File: src/spi_pkg.sv
// Shared definitions for the segment versus polyline crossing block.
// Holds default sizes, the output index width and the divider handshake structs.
// No dependencies.
package spi_pkg;

    localparam int COORD_BITS_DEF   = 32;
    localparam int MAX_VERTICES_DEF = 4096;
    localparam int EDGE_W           = 12;

    typedef struct packed {
        logic start;
    } div_ctrl_t;

    typedef struct packed {
        logic busy;
        logic done;
    } div_stat_t;

endpackage

File: src/spi_div.sv
// Iterative restoring divider for the crossing point: one quotient bit per cycle.
// Takes an unsigned magnitude and a positive divisor known to bound the quotient.
// Depends on spi_pkg.
module spi_div import spi_pkg::*; #(
    parameter int COORD_BITS = COORD_BITS_DEF
) (
    input  logic                       aclk,
    input  logic                       aresetn,
    input  div_ctrl_t                  ctrl,
    input  logic [3*COORD_BITS+4:0]    num,
    input  logic [2*COORD_BITS+3:0]    den,
    output div_stat_t                  stat,
    output logic [COORD_BITS:0]        quo,
    output logic                       rem_nz
);

    localparam int NW = 3 * COORD_BITS + 5;
    localparam int PW = 2 * COORD_BITS + 4;
    localparam int QW = COORD_BITS + 1;
    localparam int CW = $clog2(QW + 1);

    logic [PW-1:0] rem_reg, rem_next;
    logic [QW-1:0] q_reg, q_next;
    logic [PW-1:0] den_reg, den_next;
    logic [CW-1:0] cnt_reg, cnt_next;
    logic          busy_reg, busy_next;
    logic          done_reg, done_next;

    logic [PW:0]   shifted;
    logic [PW+1:0] trial;

    // The quotient bits shift in at the bottom as the dividend bits leave at the top.
    always_comb begin
        shifted   = {rem_reg, q_reg[QW-1]};
        trial     = {1'b0, shifted} - {2'b00, den_reg};
        rem_next  = rem_reg;
        q_next    = q_reg;
        den_next  = den_reg;
        cnt_next  = cnt_reg;
        busy_next = busy_reg;
        done_next = 1'b0;
        if (ctrl.start) begin
            rem_next  = num[NW-1:QW];
            q_next    = num[QW-1:0];
            den_next  = den;
            cnt_next  = CW'(QW);
            busy_next = 1'b1;
        end else if (busy_reg) begin
            if (!trial[PW+1]) begin
                rem_next = trial[PW-1:0];
                q_next   = {q_reg[QW-2:0], 1'b1};
            end else begin
                rem_next = shifted[PW-1:0];
                q_next   = {q_reg[QW-2:0], 1'b0};
            end
            cnt_next = cnt_reg - CW'(1);
            if (cnt_reg == CW'(1)) begin
                busy_next = 1'b0;
                done_next = 1'b1;
            end
        end
    end

    always_ff @(posedge aclk) begin
        if (!aresetn) begin
            busy_reg <= 1'b0;
            done_reg <= 1'b0;
            cnt_reg  <= '0;
        end else begin
            busy_reg <= busy_next;
            done_reg <= done_next;
            cnt_reg  <= cnt_next;
        end
        rem_reg <= rem_next;
        q_reg   <= q_next;
        den_reg <= den_next;
    end

    assign stat.busy = busy_reg;
    assign stat.done = done_reg;
    assign quo       = q_reg;
    assign rem_nz    = (rem_reg != '0);

endmodule

File: config.mk
export PLATFORM = sky130hd
export DESIGN_NAME = spi_div
export DESIGN_NICKNAME = d
export VERILOG_FILES = /design/src/spi_pkg.sv /design/src/spi_div.sv
export SDC_FILE = /design/constraint.sdc
export NUM_CORES = 1
export LEC_CHECK = 0
export ABC_AREA = 1
export BUFFER_PORTS_ARGS = -buffer_cell sky130_fd_sc_hd__buf_2
export CAP_MARGIN = 20
export CELL_PAD_IN_SITES_DETAIL_PLACEMENT = 1
export CELL_PAD_IN_SITES_GLOBAL_PLACEMENT = 1
export CORE_MARGIN = 3
export CORE_UTILIZATION = 42
export CTS_BUF_LIST = sky130_fd_sc_hd__clkbuf_4 sky130_fd_sc_hd__clkbuf_8 sky130_fd_sc_hd__clkbuf_16
export DETAILED_ROUTE_END_ITERATION = 6
export PLACE_DENSITY_LB_ADDON = 0.2
export SYNTH_ARGS = -nofsm -noshare
export SYNTH_HDL_FRONTEND = slang
export SYNTH_SLANG_ARGS = --single-unit
File: constraint.sdc
create_clock -name aclk -period 4.3 [get_ports aclk]
set_clock_uncertainty 0.2 [all_clocks]
set_input_delay 0.645 -clock aclk [delete_from_list [all_inputs] [get_ports aclk]]
set_output_delay 0.645 -clock aclk [all_outputs]
set_load 0.01 [all_outputs]
==> results.txt <==
----------------------------------------------------
[GRT]
  Grt ovf ... 0
  Antenna violations before repair ... 0
  Overall fraction of global-route tracks in use ... between 20 and 30%
  Pin count of the biggest net entering global routing ... between 100 and 150
  First-pass GRT wire length ... slightly below 80000 microns
  Via count of the first global-routing pass ... around 14000

[Synth]
  Post-synth EDFFs ... 169
  Proportion of netlist area held by the largest area contributor ... between 30% and 40%
  Net count after synthesis ... around 2300
  Most used flip-flop cell after synthesis ... sky130_fd_sc_hd__edfxtp_1
  Yosys warns ... 0
  Number of library cell types mapped by synthesis ... between 40 and 50
  Fraction of the yosys area taken by sequential cells ... a little under two fifths
  Post-synthesis instance area ... around 0.014 sq mm
  Fraction of registers with async set or reset after synthesis ... 0%
  Most common cell in the netlist ... sky130_fd_sc_hd__nand2_1
  Cell types with the largest area share after synthesis ... sky130_fd_sc_hd__edfxtp_1, sky130_fd_sc_hd__nand2_1, sky130_fd_sc_hd__inv_1, sky130_fd_sc_hd__ha_1, sky130_fd_sc_hd__nand3_1
  Cell count after synthesis ... between 2000 and 2500
  Flops & latches, synth ... roughly 180
  Most common library cells after synthesis ... sky130_fd_sc_hd__nand2_1, sky130_fd_sc_hd__inv_1, sky130_fd_sc_hd__edfxtp_1, sky130_fd_sc_hd__nor2_1, sky130_fd_sc_hd__nand3_1
  Cell type with the highest aggregate area in the netlist ... sky130_fd_sc_hd__edfxtp_1
  Per-instance average area after synthesis ... 6.92 sq um

[Setup path]
  Highest net fanout along the worst path ... 21
  Worst EP arrival ... between 3000 and 4000 ps
  Nature of the critical path startpoint ... flip-flop
  WS Path Type ... reg2reg
  Category of the worst setup path capture point ... flip-flop
  CP Data Required Time ... approximately 4300 ps

[Placed design]
  Number of buffers inserted by port buffering ... 207
  Routability Congestion ... roughly 0.95
  Place WS ... around 800 ps
  Post-DP HPWL ... between 40000 and 50000 microns
  Instance count after placement with tap cells included ... 2637

[Run status]
  Result of the run ... finished clean

[STA]
  Number of setup violations in the final report ... 0
  Final critical path time including I/O delays and setup ... 3490 ps
  Worst rel slew slack ... 49.5%
  Achievable frequency ... 0.287 GHz
  Transition at the pin with the smallest max-transition slack ... 749 ps
  Count of final hold-check violations ... 0
  Worst Setup Slack, final ... just over 800 ps
  Portion of the clock cycle consumed by the worst path in the final layout ... approximately four fifths
  Number of slew-limit violations in the final report ... 0
  Setup repair after global routing missed its margin ... false
  Fin Setup TNS ... 0 ps

[Floorplanning]
  Number of top-level pins ... 208
  Horiz. Die Dim ... roughly 190 microns
  Die footprint ... 0.0355 sq mm
  Core footprint ... between 0.03 and 0.04 sq mm
  Total number of placement rows ... 66
  DIE HEIGHT ... about 190 microns
  Initial cell density of the core ... 42.7%

[Clock tree]
  Clock root buffer ... sky130_fd_sc_hd__clkbuf_16
  Total number of H-tree levels ... 4
  Reg clk slew, reported paths ... around 80 ps
  Largest buffer count on any clock path ... 2
  Post-CTS setup buffer count ... 0
  Number of gates given a new drive strength after cts ... 0
  TritonCTS clock tree ... yes
  Worst-skew pair later-pin latency ... around 470 ps
  CTS hold repair buffers ... 0
  Total clock buffers created by CTS ... 17
  Clock sink total ... around 180

[Drt]
  Length of routed met3 wiring ... ~3300 microns
  Via total after detailed routing ... 13700
  Average wire per standard cell ... about 19 microns
  DR DRC count ... 0
  Vias per inst ... a little over 5
  Metal1 wirelength ... roughly 24000 microns
  Total Routed Length ... ~51000 microns
  Initial DRT Pass Iterations ... 5
  Uppermost layer routed ... met4
  Number of violations reported at the end of detailed-routing iteration 0 ... roughly 820
  Metal2 WL ... approximately 22000 microns
  ANT nets after route ... 0

[Final layout]
  Antenna diodes ... 0
  Area occupied by multi-input gates ... around 0.007 sq mm
  Fillers ... around 4400
  Seq. cell area ... 0.00524 sq mm
  Post-Route Utilization ... roughly half
  Relative area change from synthesis to final layout ... 14.7%
  Layout Nets ... 2457
  Fraction of layout cells with a size suffix above 1 ... 14.5%
  Count of placed standard cells in the final layout, fillers left out ... roughly 2700

[Power]
  Leak pwr ... ~8.3 nW
  Post-layout power ... approximately 7.7 mW
  Total power divided by cell area ... 483 mW/mm^2
  IR drop worst, VDD ... roughly 0.3 mV

[Min path]
  Worst hold path class ... in2reg

[Flow run]
  Number of maximum-capacitance constraint violations ... 0

----------------------------------------------------
==> per-stage QoR <==
step / hold slack (ps) / area [sq um]
final: 149 / 16000
after floorplan: 299 / 14000
after CTS: 128 / 16000
after global placement: 316 / 15400
after detailed placement: 324 / 15400
after global routing: 128 / 16000
==> kinds of logic after synthesis <==
family          synth area share, %
buf+inv                        11.6
compound gates                 7.44
flops                          37.5
simple gates                   34.7
xor+xnor                       2.38
fa+ha+maj                      6.41
==> worst paths after layout <==
path	depth (start not counted)	slack (ps)	startpoint	end
max reg2reg	15	810	rem_reg[15]$_DFFE_PP_	rem_reg[39]$_DFFE_PP_
max	15	810	rem_reg[15]$_DFFE_PP_	rem_reg[39]$_DFFE_PP_
min	1	150	den[5]	den_reg[5]$_DFFE_PP_
min reg2reg	2	340	quo[31]$_DFFE_PP_	quo[32]$_DFFE_PP_
==> worst max-delay path, stage by stage (launching register included) <==
cell                       delay (ps)
sky130_fd_sc_hd__edfxtp_1         450
sky130_fd_sc_hd__ha_1             410
sky130_fd_sc_hd__nand2_2          180
sky130_fd_sc_hd__inv_2             40
sky130_fd_sc_hd__nand2_1           60
sky130_fd_sc_hd__nand2_1          100
sky130_fd_sc_hd__a21oi_2          220
sky130_fd_sc_hd__nand3_2          200
sky130_fd_sc_hd__nand2_1          130
sky130_fd_sc_hd__nand2_2           70
sky130_fd_sc_hd__nand2_2          120
sky130_fd_sc_hd__nand2_4          180
sky130_fd_sc_hd__inv_2            550
sky130_fd_sc_hd__nand2_1          120
sky130_fd_sc_hd__nand3_1          130
sky130_fd_sc_hd__nand2_1           60
==> layer usage <==
layer	global-route usage (%)	up-vias
met3	6.01	50
li1	-	6742
met5	0	-
met2	44.7	357
met1	41.1	6514
met4	8.11	0
==> cell usage in the layout (no fill, tap or decap), types with 25 or more instances in the layout <==
cell type and n:
sky130_fd_sc_hd__edfxtp_1 169, sky130_fd_sc_hd__nor2_1 152, sky130_fd_sc_hd__buf_2 206, sky130_fd_sc_hd__a21oi_1 71, sky130_fd_sc_hd__nor4_1 25, sky130_fd_sc_hd__nand3_1 116, sky130_fd_sc_hd__ha_1 70, sky130_fd_sc_hd__o21ai_0 50
sky130_fd_sc_hd__nand2_1 766, sky130_fd_sc_hd__inv_1 348
==> report_power, final <==
part           switching [mW]  internal (mW)
Clock                   0.774          0.875
Combinational            2.50           1.18
Sequential              0.193           2.22
Total                    3.46           4.27
==> area by class of cell <==
type | instances | share of cell area, %
Timing Repair Buffer | 214 | 7.06
Inverter | 368 | 8.64
Tap cell | 442 | 3.45
Clock buffer | 17 | 2.65
Multi-Input combinational cell | 1436 | 44.4
Clock inverter | 15 | 1.09
Sequential cell | 177 | 32.7
No activity file was read; power rests on OpenSTA's default activity.
